### config.mk
export PLATFORM = sky130hd
export DESIGN_NAME = scavenge_pacing_controller_flat
export DESIGN_NICKNAME = d
export VERILOG_FILES = /design/src/rtl/spc_pkg.sv /design/src/rtl/spc_in_if.sv /design/src/rtl/spc_out_if.sv /design/src/rtl/spc_mul.sv /design/src/rtl/spc_div.sv /design/src/rtl/scavenge_pacing_controller.sv /design/src/flat_wrapper.sv
export VERILOG_INCLUDE_DIRS = /design/src /design/src/rtl
export SDC_FILE = /design/constraint.sdc
export NUM_CORES = 2
export LEC_CHECK = 0
export BUFFER_PORTS_ARGS = -buffer_cell sky130_fd_sc_hd__clkbuf_2
export CORE_MARGIN = 2
export CORE_UTILIZATION = 40
export CTS_CLUSTER_SIZE = 16
export DETAILED_ROUTE_END_ITERATION = 16
export MAX_ROUTING_LAYER = met4
export PLACE_DENSITY = 0.66
export RECOVER_POWER = 25
export SYNTH_ARGS = -nofsm -noshare
export SYNTH_HDL_FRONTEND = slang
export SYNTH_SLANG_ARGS = --single-unit
### constraint.sdc
create_clock -name i_clk -period 9.4 [get_ports i_clk]
set_clock_uncertainty 0.15 [all_clocks]
set_input_delay 0.94 -clock i_clk [delete_from_list [all_inputs] [get_ports i_clk]]
set_output_delay 0.94 -clock i_clk [all_outputs]
set_load 0.02 [all_outputs]
### src/rtl/scavenge_pacing_controller_assert.svh
// Assertion macros shared by the scavenge pacing controller RTL.
// Each macro expects i_clk and i_rst_n to exist in the including scope.
`ifndef SCAVENGE_PACING_CONTROLLER_ASSERT_SVH
`define SCAVENGE_PACING_CONTROLLER_ASSERT_SVH

// Consequent must hold in the same cycle as the antecedent.
`define SPC_ASSERT_NOW(lbl, ante, cons, msg) \
    lbl: assert property (@(posedge i_clk) disable iff (!i_rst_n) (ante) |-> (cons)) \
        else $error(msg);

// Consequent must hold in the cycle after the antecedent.
`define SPC_ASSERT_NEXT(lbl, ante, cons, msg) \
    lbl: assert property (@(posedge i_clk) disable iff (!i_rst_n) (ante) |=> (cons)) \
        else $error(msg);

`endif

### src/rtl/spc_pkg.sv
// Package for the scavenge pacing controller: types, codes and constants.
// Used by the serial arithmetic units and the top level.
package spc_pkg;

    localparam int MUL_AW = 64;
    localparam int MUL_BW = 34;
    localparam int DIV_NW = 64;
    localparam int DIV_DW = 40;
    localparam int DIV_CW = 7;
    localparam int CFG_AW = 3;
    localparam int CFG_DW = 32;

    localparam logic FUNC_PLAN = 1'b0;
    localparam logic FUNC_PACE = 1'b1;

    localparam logic [12:0] LOG2E_Q12  = 13'd5909;
    localparam logic [39:0] NS_PER_SEC = 40'd1000000000;
    localparam logic [39:0] ONE_Q16    = 40'd65536;

    typedef enum logic [CFG_AW-1:0] {
        REG_DECAY_RATE,
        REG_GOAL_FLOOR,
        REG_HEADROOM,
        REG_REFAULT_GAIN,
        REG_CPU_FLOOR,
        REG_CPU_SLOPE,
        REG_MAX_CPU,
        REG_WORK_BUDGET
    } t_reg_idx;

    typedef enum logic [4:0] {
        S_IDLE,
        S_PLAN,
        S_ZMUL,
        S_ZDIV,
        S_DMUL,
        S_PEAK,
        S_GMUL,
        S_GOAL,
        S_CMUL,
        S_CDIV,
        S_QDIV,
        S_PACE,
        S_PDIV,
        S_EMUL1,
        S_EMUL2,
        S_SMUL,
        S_SDIV,
        S_OUT
    } t_state;

    typedef struct packed {
        logic              start;
        logic [MUL_AW-1:0] a;
        logic [MUL_BW-1:0] b;
    } t_mul_req;

    typedef struct packed {
        logic              busy;
        logic              done;
        logic [MUL_AW-1:0] prod;
    } t_mul_rsp;

    typedef struct packed {
        logic              start;
        logic [DIV_NW-1:0] num;
        logic [DIV_DW-1:0] den;
    } t_div_req;

    typedef struct packed {
        logic              busy;
        logic              done;
        logic [DIV_NW-1:0] quot;
    } t_div_rsp;

    // 2^(-i/16) in Q1.16.
    function automatic logic [16:0] pow2_neg(input logic [3:0] idx);
        logic [16:0] v;
        case (idx)
            4'd0:    v = 17'd65536;
            4'd1:    v = 17'd62757;
            4'd2:    v = 17'd60097;
            4'd3:    v = 17'd57549;
            4'd4:    v = 17'd55109;
            4'd5:    v = 17'd52773;
            4'd6:    v = 17'd50535;
            4'd7:    v = 17'd48393;
            4'd8:    v = 17'd46341;
            4'd9:    v = 17'd44376;
            4'd10:   v = 17'd42495;
            4'd11:   v = 17'd40693;
            4'd12:   v = 17'd38968;
            4'd13:   v = 17'd37316;
            4'd14:   v = 17'd35734;
            4'd15:   v = 17'd34219;
            default: v = 17'd65536;
        endcase
        return v;
    endfunction

endpackage

### src/rtl/spc_in_if.sv
// Input channel of the scavenge pacing controller: plan and pace items.
// Standalone interface with valid/ready handshake; no package dependency.
interface spc_in_if;
    logic        valid;
    logic        ready;
    logic        func;
    logic [63:0] now_ns;
    logic [31:0] in_use;
    logic [31:0] resident;
    logic [16:0] thrash;
    logic [31:0] freed_granules;
    logic signed [47:0] work_ns;

    modport source (output valid, func, now_ns, in_use, resident, thrash, freed_granules,
                    work_ns, input ready);
    modport sink (input valid, func, now_ns, in_use, resident, thrash, freed_granules,
                  work_ns, output ready);
endinterface

### src/rtl/spc_out_if.sv
// Result channel of the scavenge pacing controller.
// Standalone interface with valid/ready handshake; no package dependency.
interface spc_out_if;
    logic        valid;
    logic        ready;
    logic        result_kind;
    logic [31:0] release_count;
    logic [47:0] sleep_ns;

    modport source (output valid, result_kind, release_count, sleep_ns, input ready);
    modport sink (input valid, result_kind, release_count, sleep_ns, output ready);
endinterface

### src/rtl/spc_mul.sv
// Bit-serial shift-add multiplier, one multiplier bit per cycle.
// Depends on spc_pkg for its request and response structs.
module spc_mul (
    input  logic              i_clk,
    input  logic              i_rst_n,
    input  spc_pkg::t_mul_req i_req,
    output spc_pkg::t_mul_rsp o_rsp
);
    logic                       r_busy;
    logic                       r_done;
    logic [spc_pkg::MUL_AW-1:0] r_a;
    logic [spc_pkg::MUL_BW-1:0] r_b;
    logic [spc_pkg::MUL_AW-1:0] r_acc;

    always_ff @(posedge i_clk) begin
        if (!i_rst_n) begin
            r_busy <= 1'b0;
            r_done <= 1'b0;
        end else begin
            r_done <= 1'b0;
            if (i_req.start) begin
                r_busy <= 1'b1;
            end else if (r_busy && (r_b == '0)) begin
                r_busy <= 1'b0;
                r_done <= 1'b1;
            end
        end
    end

    always_ff @(posedge i_clk) begin
        if (i_req.start) begin
            r_a   <= i_req.a;
            r_b   <= i_req.b;
            r_acc <= '0;
        end else if (r_busy && (r_b != '0)) begin
            if (r_b[0]) begin
                r_acc <= r_acc + r_a;
            end
            r_a <= {r_a[spc_pkg::MUL_AW-2:0], 1'b0};
            r_b <= {1'b0, r_b[spc_pkg::MUL_BW-1:1]};
        end
    end

    assign o_rsp.busy = r_busy;
    assign o_rsp.done = r_done;
    assign o_rsp.prod = r_acc;
endmodule

### src/rtl/spc_div.sv
// Restoring radix-2 divider, one quotient bit per cycle.
// Depends on spc_pkg for its request and response structs.
module spc_div (
    input  logic              i_clk,
    input  logic              i_rst_n,
    input  spc_pkg::t_div_req i_req,
    output spc_pkg::t_div_rsp o_rsp
);
    logic                       r_busy;
    logic                       r_done;
    logic [spc_pkg::DIV_CW-1:0] r_cnt;
    logic [spc_pkg::DIV_NW-1:0] r_q;
    logic [spc_pkg::DIV_DW-1:0] r_rem;
    logic [spc_pkg::DIV_DW-1:0] r_den;
    logic [spc_pkg::DIV_DW:0]   w_trial;
    logic [spc_pkg::DIV_DW:0]   w_diff;
    logic                       w_ge;

    assign w_trial = {r_rem, r_q[spc_pkg::DIV_NW-1]};
    assign w_ge    = w_trial >= {1'b0, r_den};
    assign w_diff  = w_trial - {1'b0, r_den};

    always_ff @(posedge i_clk) begin
        if (!i_rst_n) begin
            r_busy <= 1'b0;
            r_done <= 1'b0;
            r_cnt  <= '0;
        end else begin
            r_done <= 1'b0;
            if (i_req.start) begin
                r_busy <= 1'b1;
                r_cnt  <= spc_pkg::DIV_CW'(spc_pkg::DIV_NW);
            end else if (r_busy) begin
                r_cnt <= r_cnt - 1'b1;
                if (r_cnt == spc_pkg::DIV_CW'(1)) begin
                    r_busy <= 1'b0;
                    r_done <= 1'b1;
                end
            end
        end
    end

    always_ff @(posedge i_clk) begin
        if (i_req.start) begin
            r_q   <= i_req.num;
            r_den <= i_req.den;
            r_rem <= '0;
        end else if (r_busy) begin
            r_rem <= w_ge ? w_diff[spc_pkg::DIV_DW-1:0] : w_trial[spc_pkg::DIV_DW-1:0];
            r_q   <= {r_q[spc_pkg::DIV_NW-2:0], w_ge};
        end
    end

    assign o_rsp.busy = r_busy;
    assign o_rsp.done = r_done;
    assign o_rsp.quot = r_q;
endmodule

### src/rtl/scavenge_pacing_controller.sv
// Top level of the scavenge pacing controller: sequencer, state and registers.
// Depends on spc_pkg, spc_in_if, spc_out_if, spc_mul, spc_div and the assert header.
//
// Usage: items arrive on i_req (valid/ready). A plan item (func 0) decays the
// demand peak, forms the retain goal and CPU fraction and returns release_count.
// A pace item (func 1) returns sleep_ns; unless it has no freed granules or no
// positive work, it updates the per-granule cost estimate and uses up to
// three multiplications and two divisions. Each item yields exactly one
// transfer on o_rsp. Configuration is written through i_cfg_we, i_cfg_idx and
// i_cfg_data; the user must do so only while idle, as the block itself does not
// enforce it. One item is processed at a time. Its work runs on one bit-serial
// multiplier (one multiplier bit per cycle) and one restoring divider. A plan
// item uses up to four multiplications and three divisions. The result sits
// in an output register, so the next item is accepted as soon as the sequencer
// is idle, even while o_rsp is stalled; a second result waits in the sequencer
// until the output register is free. Reset restores register defaults, clears
// the demand peak, goal and CPU fraction and sets the cost estimate to its
// initial value. No clearing pass is needed.
module scavenge_pacing_controller #(
    parameter logic [19:0] INIT_COST_NS    = 20'd10000,
    parameter logic [15:0] EWMA_WEIGHT_Q16 = 16'd8192,
    parameter logic [39:0] IDLE_SLEEP_NS   = 40'd100000000,
    parameter logic [39:0] MAX_SLEEP_NS    = 40'd1000000000
) (
    input  logic                       i_clk,
    input  logic                       i_rst_n,
    input  logic                       i_cfg_we,
    input  logic [spc_pkg::CFG_AW-1:0] i_cfg_idx,
    input  logic [spc_pkg::CFG_DW-1:0] i_cfg_data,
    spc_in_if.sink                     i_req,
    spc_out_if.source                  o_rsp
);
    spc_pkg::t_state r_state, n_state;

    logic [15:0] r_decay_rate, r_headroom, r_refault_gain, r_cpu_floor, r_cpu_slope, r_max_cpu;
    logic [31:0] r_goal_floor, r_work_budget;

    logic        r_started, n_started;
    logic [63:0] r_last, n_last;
    logic [47:0] r_peak, n_peak;
    logic [39:0] r_goal, n_goal;
    logic [15:0] r_cpu, n_cpu;
    logic [39:0] r_cost, n_cost;
    logic [47:0] r_decayed, n_decayed;
    logic [31:0] r_excess, n_excess;
    logic [39:0] r_per, n_per;
    logic [63:0] r_t1, n_t1;
    logic [31:0] r_rel, n_rel;
    logic [47:0] r_sleep, n_sleep;

    logic        r_func;
    logic [63:0] r_now;
    logic [31:0] r_in_use, r_resident, r_done;
    logic [16:0] r_thrash;
    logic [47:0] r_work;

    logic        r_ovalid, r_okind;
    logic [31:0] r_orel;
    logic [47:0] r_osleep;
    logic        w_load;

    spc_pkg::t_mul_req w_mul_req;
    spc_pkg::t_mul_rsp w_mul_rsp;
    spc_pkg::t_div_req w_div_req;
    spc_pkg::t_div_rsp w_div_rsp;

    logic        w_accept;
    logic [63:0] w_dt;
    logic [28:0] w_zrate;
    logic [47:0] w_demand;
    logic [32:0] w_tg;
    logic [17:0] w_mult;
    logic        w_kbig;
    logic [16:0] w_f;
    logic [47:0] w_newpeak;
    logic [39:0] w_g, w_goal;
    logic [39:0] w_cden;
    logic [15:0] w_span;
    logic [31:0] w_want;
    logic [63:0] w_sum;

    spc_mul u_mul (
        .i_clk   (i_clk),
        .i_rst_n (i_rst_n),
        .i_req   (w_mul_req),
        .o_rsp   (w_mul_rsp)
    );

    spc_div u_div (
        .i_clk   (i_clk),
        .i_rst_n (i_rst_n),
        .i_req   (w_div_req),
        .o_rsp   (w_div_rsp)
    );

    assign i_req.ready = (r_state == spc_pkg::S_IDLE);
    assign w_accept    = i_req.valid && i_req.ready;
    assign w_load      = (r_state == spc_pkg::S_OUT) && (!r_ovalid || o_rsp.ready);

    assign w_dt      = (r_now >= r_last) ? (r_now - r_last) : 64'd0;
    assign w_zrate   = 29'(r_decay_rate) * 29'(spc_pkg::LOG2E_Q12);
    assign w_demand  = {r_in_use, 16'h0000};
    assign w_tg      = 33'(r_refault_gain) * 33'(r_thrash);
    assign w_mult    = 18'd4096 + 18'(r_headroom) + 18'(w_tg[32:16]);
    assign w_kbig    = (|w_div_rsp.quot[63:17]) || (w_div_rsp.quot[16:12] >= 5'd17);
    assign w_f       = w_kbig ? 17'd0
                              : (spc_pkg::pow2_neg(w_div_rsp.quot[11:8]) >> w_div_rsp.quot[16:12]);
    assign w_newpeak = (r_decayed > w_demand) ? r_decayed : w_demand;
    assign w_g       = w_mul_rsp.prod[63:24];
    assign w_goal    = (w_g > 40'(r_goal_floor)) ? w_g : 40'(r_goal_floor);
    assign w_cden    = (r_cost > spc_pkg::ONE_Q16) ? r_cost : spc_pkg::ONE_Q16;
    assign w_span    = r_max_cpu - r_cpu_floor;
    assign w_want    = (w_div_rsp.quot < 64'(r_excess)) ? w_div_rsp.quot[31:0] : r_excess;
    assign w_sum     = r_t1 + w_mul_rsp.prod;

    always_comb begin
        n_state   = r_state;
        n_started = r_started;
        n_last    = r_last;
        n_peak    = r_peak;
        n_goal    = r_goal;
        n_cpu     = r_cpu;
        n_cost    = r_cost;
        n_decayed = r_decayed;
        n_excess  = r_excess;
        n_per     = r_per;
        n_t1      = r_t1;
        n_rel     = r_rel;
        n_sleep   = r_sleep;
        w_mul_req = '0;
        w_div_req = '0;
        case (r_state)
            spc_pkg::S_IDLE: begin
                if (w_accept) begin
                    n_rel   = '0;
                    n_sleep = '0;
                    n_state = (i_req.func == spc_pkg::FUNC_PLAN) ? spc_pkg::S_PLAN
                                                                 : spc_pkg::S_PACE;
                end
            end
            spc_pkg::S_PLAN: begin
                n_last = r_now;
                if (!r_started) begin
                    n_started = 1'b1;
                    n_decayed = '0;
                    n_state   = spc_pkg::S_PEAK;
                end else if (r_decay_rate == '0) begin
                    n_decayed = r_peak;
                    n_state   = spc_pkg::S_PEAK;
                end else if (|w_dt[63:34]) begin
                    n_decayed = '0;
                    n_state   = spc_pkg::S_PEAK;
                end else begin
                    w_mul_req.start = 1'b1;
                    w_mul_req.a     = w_dt;
                    w_mul_req.b     = 34'(w_zrate);
                    n_state         = spc_pkg::S_ZMUL;
                end
            end
            spc_pkg::S_ZMUL: begin
                if (w_mul_rsp.done) begin
                    w_div_req.start = 1'b1;
                    w_div_req.num   = w_mul_rsp.prod;
                    w_div_req.den   = spc_pkg::NS_PER_SEC;
                    n_state         = spc_pkg::S_ZDIV;
                end
            end
            spc_pkg::S_ZDIV: begin
                if (w_div_rsp.done) begin
                    if (w_f[16]) begin
                        n_decayed = r_peak;
                        n_state   = spc_pkg::S_PEAK;
                    end else begin
                        w_mul_req.start = 1'b1;
                        w_mul_req.a     = 64'(r_peak);
                        w_mul_req.b     = 34'(w_f[15:0]);
                        n_state         = spc_pkg::S_DMUL;
                    end
                end
            end
            spc_pkg::S_DMUL: begin
                if (w_mul_rsp.done) begin
                    n_decayed = w_mul_rsp.prod[63:16];
                    n_state   = spc_pkg::S_PEAK;
                end
            end
            spc_pkg::S_PEAK: begin
                n_peak          = w_newpeak;
                w_mul_req.start = 1'b1;
                w_mul_req.a     = 64'(w_newpeak[47:4]);
                w_mul_req.b     = 34'(w_mult);
                n_state         = spc_pkg::S_GMUL;
            end
            spc_pkg::S_GMUL: begin
                if (w_mul_rsp.done) begin
                    n_goal  = w_goal;
                    n_state = spc_pkg::S_GOAL;
                end
            end
            spc_pkg::S_GOAL: begin
                if (40'(r_resident) <= r_goal) begin
                    n_cpu   = r_cpu_floor;
                    n_rel   = '0;
                    n_state = spc_pkg::S_OUT;
                end else begin
                    n_excess = r_resident - r_goal[31:0];
                    if (r_goal == '0) begin
                        n_cpu           = r_max_cpu;
                        w_div_req.start = 1'b1;
                        w_div_req.num   = 64'({r_work_budget, 16'h0000});
                        w_div_req.den   = w_cden;
                        n_state         = spc_pkg::S_QDIV;
                    end else begin
                        w_mul_req.start = 1'b1;
                        w_mul_req.a     = 64'(r_resident - r_goal[31:0]);
                        w_mul_req.b     = 34'(r_cpu_slope);
                        n_state         = spc_pkg::S_CMUL;
                    end
                end
            end
            spc_pkg::S_CMUL: begin
                if (w_mul_rsp.done) begin
                    w_div_req.start = 1'b1;
                    w_div_req.num   = {w_mul_rsp.prod[59:0], 4'h0};
                    w_div_req.den   = r_goal;
                    n_state         = spc_pkg::S_CDIV;
                end
            end
            spc_pkg::S_CDIV: begin
                if (w_div_rsp.done) begin
                    if (r_cpu_floor > r_max_cpu) begin
                        n_cpu = r_max_cpu;
                    end else if (w_div_rsp.quot > 64'(w_span)) begin
                        n_cpu = r_max_cpu;
                    end else begin
                        n_cpu = r_cpu_floor + w_div_rsp.quot[15:0];
                    end
                    w_div_req.start = 1'b1;
                    w_div_req.num   = 64'({r_work_budget, 16'h0000});
                    w_div_req.den   = w_cden;
                    n_state         = spc_pkg::S_QDIV;
                end
            end
            spc_pkg::S_QDIV: begin
                if (w_div_rsp.done) begin
                    n_rel   = (w_want == '0) ? 32'd1 : w_want;
                    n_state = spc_pkg::S_OUT;
                end
            end
            spc_pkg::S_PACE: begin
                if ((r_done == '0) || (r_work == '0) || r_work[47]) begin
                    n_sleep = 48'(IDLE_SLEEP_NS);
                    n_state = spc_pkg::S_OUT;
                end else begin
                    w_div_req.start = 1'b1;
                    w_div_req.num   = {r_work, 16'h0000};
                    w_div_req.den   = 40'(r_done);
                    n_state         = spc_pkg::S_PDIV;
                end
            end
            spc_pkg::S_PDIV: begin
                if (w_div_rsp.done) begin
                    n_per = (|w_div_rsp.quot[63:40]) ? '1 : w_div_rsp.quot[39:0];
                    w_mul_req.start = 1'b1;
                    w_mul_req.a     = 64'(r_cost);
                    w_mul_req.b     = 34'(17'h10000 - 17'(EWMA_WEIGHT_Q16));
                    n_state         = spc_pkg::S_EMUL1;
                end
            end
            spc_pkg::S_EMUL1: begin
                if (w_mul_rsp.done) begin
                    n_t1            = w_mul_rsp.prod;
                    w_mul_req.start = 1'b1;
                    w_mul_req.a     = 64'(r_per);
                    w_mul_req.b     = 34'(EWMA_WEIGHT_Q16);
                    n_state         = spc_pkg::S_EMUL2;
                end
            end
            spc_pkg::S_EMUL2: begin
                if (w_mul_rsp.done) begin
                    n_cost = w_sum[55:16];
                    if (r_cpu == '0) begin
                        n_sleep = 48'(MAX_SLEEP_NS);
                        n_state = spc_pkg::S_OUT;
                    end else begin
                        w_mul_req.start = 1'b1;
                        w_mul_req.a     = 64'(r_work[46:0]);
                        w_mul_req.b     = 34'(17'h10000 - 17'(r_cpu));
                        n_state         = spc_pkg::S_SMUL;
                    end
                end
            end
            spc_pkg::S_SMUL: begin
                if (w_mul_rsp.done) begin
                    w_div_req.start = 1'b1;
                    w_div_req.num   = w_mul_rsp.prod;
                    w_div_req.den   = 40'(r_cpu);
                    n_state         = spc_pkg::S_SDIV;
                end
            end
            spc_pkg::S_SDIV: begin
                if (w_div_rsp.done) begin
                    n_sleep = (w_div_rsp.quot > 64'(MAX_SLEEP_NS)) ? 48'(MAX_SLEEP_NS)
                                                                  : w_div_rsp.quot[47:0];
                    n_state = spc_pkg::S_OUT;
                end
            end
            spc_pkg::S_OUT: begin
                if (w_load) begin
                    n_state = spc_pkg::S_IDLE;
                end
            end
            default: begin
                n_state = spc_pkg::S_IDLE;
            end
        endcase
    end

    always_ff @(posedge i_clk) begin
        if (!i_rst_n) begin
            r_state   <= spc_pkg::S_IDLE;
            r_started <= 1'b0;
            r_last    <= '0;
            r_peak    <= '0;
            r_goal    <= '0;
            r_cpu     <= '0;
            r_cost    <= 40'({INIT_COST_NS, 16'h0000});
            r_ovalid  <= 1'b0;
        end else begin
            r_state   <= n_state;
            r_started <= n_started;
            r_last    <= n_last;
            r_peak    <= n_peak;
            r_goal    <= n_goal;
            r_cpu     <= n_cpu;
            r_cost    <= n_cost;
            if (w_load) begin
                r_ovalid <= 1'b1;
            end else if (o_rsp.ready) begin
                r_ovalid <= 1'b0;
            end
        end
    end

    always_ff @(posedge i_clk) begin
        r_decayed <= n_decayed;
        r_excess  <= n_excess;
        r_per     <= n_per;
        r_t1      <= n_t1;
        r_rel     <= n_rel;
        r_sleep   <= n_sleep;
        if (w_accept) begin
            r_func     <= i_req.func;
            r_now      <= i_req.now_ns;
            r_in_use   <= i_req.in_use;
            r_resident <= i_req.resident;
            r_thrash   <= i_req.thrash;
            r_done     <= i_req.freed_granules;
            r_work     <= i_req.work_ns;
        end
        if (w_load) begin
            r_okind  <= r_func;
            r_orel   <= r_rel;
            r_osleep <= r_sleep;
        end
    end

    always_ff @(posedge i_clk) begin
        if (!i_rst_n) begin
            r_decay_rate   <= 16'd410;
            r_goal_floor   <= 32'd0;
            r_headroom     <= 16'd1024;
            r_refault_gain <= 16'd4096;
            r_cpu_floor    <= 16'd655;
            r_cpu_slope    <= 16'd4096;
            r_max_cpu      <= 16'd6554;
            r_work_budget  <= 32'd1000000;
        end else if (i_cfg_we) begin
            case (spc_pkg::t_reg_idx'(i_cfg_idx))
                spc_pkg::REG_DECAY_RATE:   r_decay_rate   <= i_cfg_data[15:0];
                spc_pkg::REG_GOAL_FLOOR:   r_goal_floor   <= i_cfg_data;
                spc_pkg::REG_HEADROOM:     r_headroom     <= i_cfg_data[15:0];
                spc_pkg::REG_REFAULT_GAIN: r_refault_gain <= i_cfg_data[15:0];
                spc_pkg::REG_CPU_FLOOR:    r_cpu_floor    <= i_cfg_data[15:0];
                spc_pkg::REG_CPU_SLOPE:    r_cpu_slope    <= i_cfg_data[15:0];
                spc_pkg::REG_MAX_CPU:      r_max_cpu      <= i_cfg_data[15:0];
                spc_pkg::REG_WORK_BUDGET:  r_work_budget  <= i_cfg_data;
                default: begin
                end
            endcase
        end
    end

    assign o_rsp.valid         = r_ovalid;
    assign o_rsp.result_kind   = r_okind;
    assign o_rsp.release_count = r_orel;
    assign o_rsp.sleep_ns      = r_osleep;

    `include "scavenge_pacing_controller_assert.svh"

    `SPC_ASSERT_NEXT(a_accept_leaves_idle, w_accept, (r_state != spc_pkg::S_IDLE), "accepted item left sequencer idle")
    `SPC_ASSERT_NOW(a_idle_units_quiet, (r_state == spc_pkg::S_IDLE), (!w_mul_rsp.busy && !w_div_rsp.busy), "arithmetic unit busy while idle")
    `SPC_ASSERT_NOW(a_units_exclusive, w_mul_rsp.busy, !w_div_rsp.busy, "multiplier and divider busy together")
endmodule
### src/flat_wrapper.sv
// flat-port wrapper written by rule: the top's interface ports become plain ports
module scavenge_pacing_controller_flat 
#(
    parameter logic [19:0] INIT_COST_NS    = 20'd10000,
    parameter logic [15:0] EWMA_WEIGHT_Q16 = 16'd8192,
    parameter logic [39:0] IDLE_SLEEP_NS   = 40'd100000000,
    parameter logic [39:0] MAX_SLEEP_NS    = 40'd1000000000
)
  (i_clk, i_rst_n, i_cfg_we, i_cfg_idx, i_cfg_data, i_req_valid, i_req_func, i_req_now_ns, i_req_in_use, i_req_resident, i_req_thrash, i_req_freed_granules, i_req_work_ns, i_req_ready, o_rsp_valid, o_rsp_result_kind, o_rsp_release_count, o_rsp_sleep_ns, o_rsp_ready);
  spc_in_if i_req_i ();
  spc_out_if o_rsp_i ();
  input  logic i_clk;
  input  logic i_rst_n;
  input  logic i_cfg_we;
  input  logic [spc_pkg::CFG_AW-1:0] i_cfg_idx;
  input  logic [spc_pkg::CFG_DW-1:0] i_cfg_data;
  input wire logic [$bits(i_req_i.valid)-1:0] i_req_valid;
  input wire logic [$bits(i_req_i.func)-1:0] i_req_func;
  input wire logic [$bits(i_req_i.now_ns)-1:0] i_req_now_ns;
  input wire logic [$bits(i_req_i.in_use)-1:0] i_req_in_use;
  input wire logic [$bits(i_req_i.resident)-1:0] i_req_resident;
  input wire logic [$bits(i_req_i.thrash)-1:0] i_req_thrash;
  input wire logic [$bits(i_req_i.freed_granules)-1:0] i_req_freed_granules;
  input wire logic [$bits(i_req_i.work_ns)-1:0] i_req_work_ns;
  output wire logic [$bits(i_req_i.ready)-1:0] i_req_ready;
  output wire logic [$bits(o_rsp_i.valid)-1:0] o_rsp_valid;
  output wire logic [$bits(o_rsp_i.result_kind)-1:0] o_rsp_result_kind;
  output wire logic [$bits(o_rsp_i.release_count)-1:0] o_rsp_release_count;
  output wire logic [$bits(o_rsp_i.sleep_ns)-1:0] o_rsp_sleep_ns;
  input wire logic [$bits(o_rsp_i.ready)-1:0] o_rsp_ready;
  assign i_req_i.valid = i_req_valid;
  assign i_req_i.func = i_req_func;
  assign i_req_i.now_ns = i_req_now_ns;
  assign i_req_i.in_use = i_req_in_use;
  assign i_req_i.resident = i_req_resident;
  assign i_req_i.thrash = i_req_thrash;
  assign i_req_i.freed_granules = i_req_freed_granules;
  assign i_req_i.work_ns = i_req_work_ns;
  assign i_req_ready = i_req_i.ready;
  assign o_rsp_valid = o_rsp_i.valid;
  assign o_rsp_result_kind = o_rsp_i.result_kind;
  assign o_rsp_release_count = o_rsp_i.release_count;
  assign o_rsp_sleep_ns = o_rsp_i.sleep_ns;
  assign o_rsp_i.ready = o_rsp_ready;
  scavenge_pacing_controller #(.INIT_COST_NS(INIT_COST_NS), .EWMA_WEIGHT_Q16(EWMA_WEIGHT_Q16), .IDLE_SLEEP_NS(IDLE_SLEEP_NS), .MAX_SLEEP_NS(MAX_SLEEP_NS)) u_core (.i_clk(i_clk), .i_rst_n(i_rst_n), .i_cfg_we(i_cfg_we), .i_cfg_idx(i_cfg_idx), .i_cfg_data(i_cfg_data), .i_req(i_req_i), .o_rsp(o_rsp_i));
endmodule
==> metrics.txt <==
Worst Path Required 9750 ps; wire per inst 25.6 microns; Syn Area/Cell 9.57 sq um; max cap viols 3; Max Transition Viols Final 105; final instance area 0.0915 sq mm; warning count from the yosys run 0; Final Hold Slack ~130 ps; Reg area approximately 0.033 sq mm; most common cell in the synthesized netlist nand2_1; top cells by area, synth edfxtp_1 28%, dfxtp_1 12%, ha_1 9.7%; top cell type's share of synthesized area 27.9%; RSZ-0062 raised after global routing no; leakage power 37.7 nW; Worst-Margin Slew 2910 ps; area delta synth->final 12.0%; Global Route Usage Sum between 20% and 30%; CTS sink cnt 1,267; DRT Pass-1 Iters 14; I/O Pins 349; crit-path most repeated cell fa_1; Vias/cell 5.86; max_slew headroom -94.4%; Worst-path clk slew 60 ps; CP Buf/Inv Count 4; share of cells above drive strength 1 ~8.9%; peak supply drop 0.221 mV; #FFs+latches synth 1,267; area of the multi-input gates approximately 0.045 sq mm; crit path capture type flip-flop; Die Y 456 microns; failing checks capacitance limit, slew limit; largest family of logic cells by synthesized area compound AO/OA/AOI/OAI gates; Final period util 95.3%; via count 67,866; RD Place Congestion 1.03; clk_lat worst skew 850 ps; Final WS setup approximately 440 ps; sequential area share after synthesis 40.4%; FFs w/ async S/R, synth 0%; top cells by count, synth 1,244 x nand2_1, 760 x edfxtp_1, 728 x inv_1; Layout fillers 19,402; final layout net count 9,947; Netlist cell types 101; CP Launch Type flip-flop; HP Class in -> reg; CP arrival 9310 ps; Layout Cells excl Fill between 10,000 and 15,000; DP Cell Count 11,291; hold path startpoint i_req_in_use[26]; die area 0.208 sq mm; H-tree levels 4; Overflow after GRT 0; initial DRC count 7,828; Residual DRC 0; Final HPWL DP 228,000 microns; Power Density 247 mW/mm^2; Core ar. approximately 0.2 sq mm; endpoints failing hold 0; slowest stage delay, CP ~540 ps; largest net degree at the start of global routing 128; EDFF count, synth 760; first-pass GRT wire length 436,000 microns; Initial Util about 40%; Clk Tree Root Cell clkbuf_16; Mapped Cells 8,534; post-synthesis mux area share 1.69%; Port Buf Inserts 348; Post-Place Worst Slack -150 ps; crit path max fanout 8; largest buffer count on any clock path 3; f_max 112 MHz; routed wire length 296,000 microns; final count of negative-setup-slack endpoints 0; Detail Route Antenna Nets 0; vias in the first global route 66,264; post-synthesis simple-gate area fraction roughly 15%; Worst path slowest cell fa_1; Post-DP Area slightly below 0.09 sq mm; Site Rows about 170; classification of the worst setup path reg -> reg; Synth Area in XOR/XNOR 3.22%; Finished Core Util a little under half; Hold Buf Count CTS 0; TritonCTS Buffers 145; Critical R2R Launch u_core.r_thrash[8]; Setup TNS 0 ps; cell family with most CP delay adder cells; beginning of the critical path u_core.r_thrash[8]; fin crit period 8960 ps; Die X 456 microns; Main synth FF type edfxtp_1; outcome finished with violations; Synth Area in Adders 16.4%; cell taking the most area after synthesis edfxtp_1; Syn Std Cell Area 0.0817 sq mm; Design Power approximately 23 mW; initial antenna violation count 26; post-synthesis compound-gate area fraction 17.8%; TritonCTS clock tree done
state kept, by name, summed over array words and instances, names as in the netlist, 48 cells and up, named ones only:
name	cells
u_core.o_rsp.sleep_ns	48
u_core.r_decayed	48
u_core.r_last	64
u_core.r_now	64
u_core.r_peak	48
u_core.r_sleep	48
u_core.r_t1	56
u_core.r_work	48
u_core.u_div.r_q	64
u_core.u_mul.r_a	64
u_core.u_mul.r_acc	64
area by class of cell:
class	instances	area share, %
sequential	1267	36.0
antenna	17	0.0465
timing repair buffer	508	3.11
tap	2672	3.65
inverter	731	3.00
clock inverter	86	1.11
multi-input combinational	6120	48.7
clock buffer	183	4.34
placed cells by master, fill, tap and decap left out, types with 88 or more instances in the layout:
master,Yosys,final
edfxtp_1,760,760
nand3_1,141,141
mux2i_1,119,119
nor3_1,106,102
clkbuf_16,0,150
inv_1,728,728
buf_4,9,132
fa_1,274,274
nor4_1,92,88
o211ai_1,90,90
a21o_1,185,185
xor2_1,127,127
a21boi_0,258,257
ha_1,634,634
and2_1,179,176
nor2_1,427,422
o21ai_0,349,344
nand4_1,105,105
xnor2_1,173,173
dfxtp_1,507,499
a222oi_1,108,108
a21oi_1,492,488
nand2_1,1244,1237
clkbuf_2,8,310
per-layer routing:
| metal | part of all wire, % | wire [microns] | up-vias | GRT usage, % |
|---|---|---|---|---|
| met1 | 40 | 119000 | 33135 | 35.3 |
| met3 | 8.1 | 24000 | 736 | 5.36 |
| met2 | 45 | 134000 | 3028 | 44.7 |
| li1 | - | - | 30967 | - |
| met5 | 0 | 0 | - | - |
| met4 | 6.4 | 19100 | 0 | 15.2 |
logic make-up after synthesis:
kind of cell / Yosys count
fa+ha+maj: 908
xor+xnor: 300
other cells: 1
simple gates: 2652
compound gates: 2110
buf+inv: 1164
mux: 132
flops: 1267
power by group:
group          switching [mW]  internal, mW  leakage (nW)
sequential              0.994          7.14          11.0
clock                    2.52          3.45          2.44
combinational            5.54          3.00          24.3
total                    9.06          13.6          37.7
timing repair:
item | in CTS | in global routing
resized for setup | 3 | 17
pin swaps | 0 | 3
setup endpoints to repair | 4 | 5
buffers inserted | 5 | 2
gates cloned | 0 | 0
path summary, 6_finish.rpt:
path	slack, ps	to	depth (start not counted)
setup reg to reg	440	u_core.u_mul.r_b[16]	33
hold reg to reg	260	u_core.o_rsp.sleep_ns[6]	0
hold / removal	130	u_core.r_in_use[26]	1
setup / recovery	440	u_core.u_mul.r_b[16]	33
No activity file was read; power rests on OpenSTA's default activity.
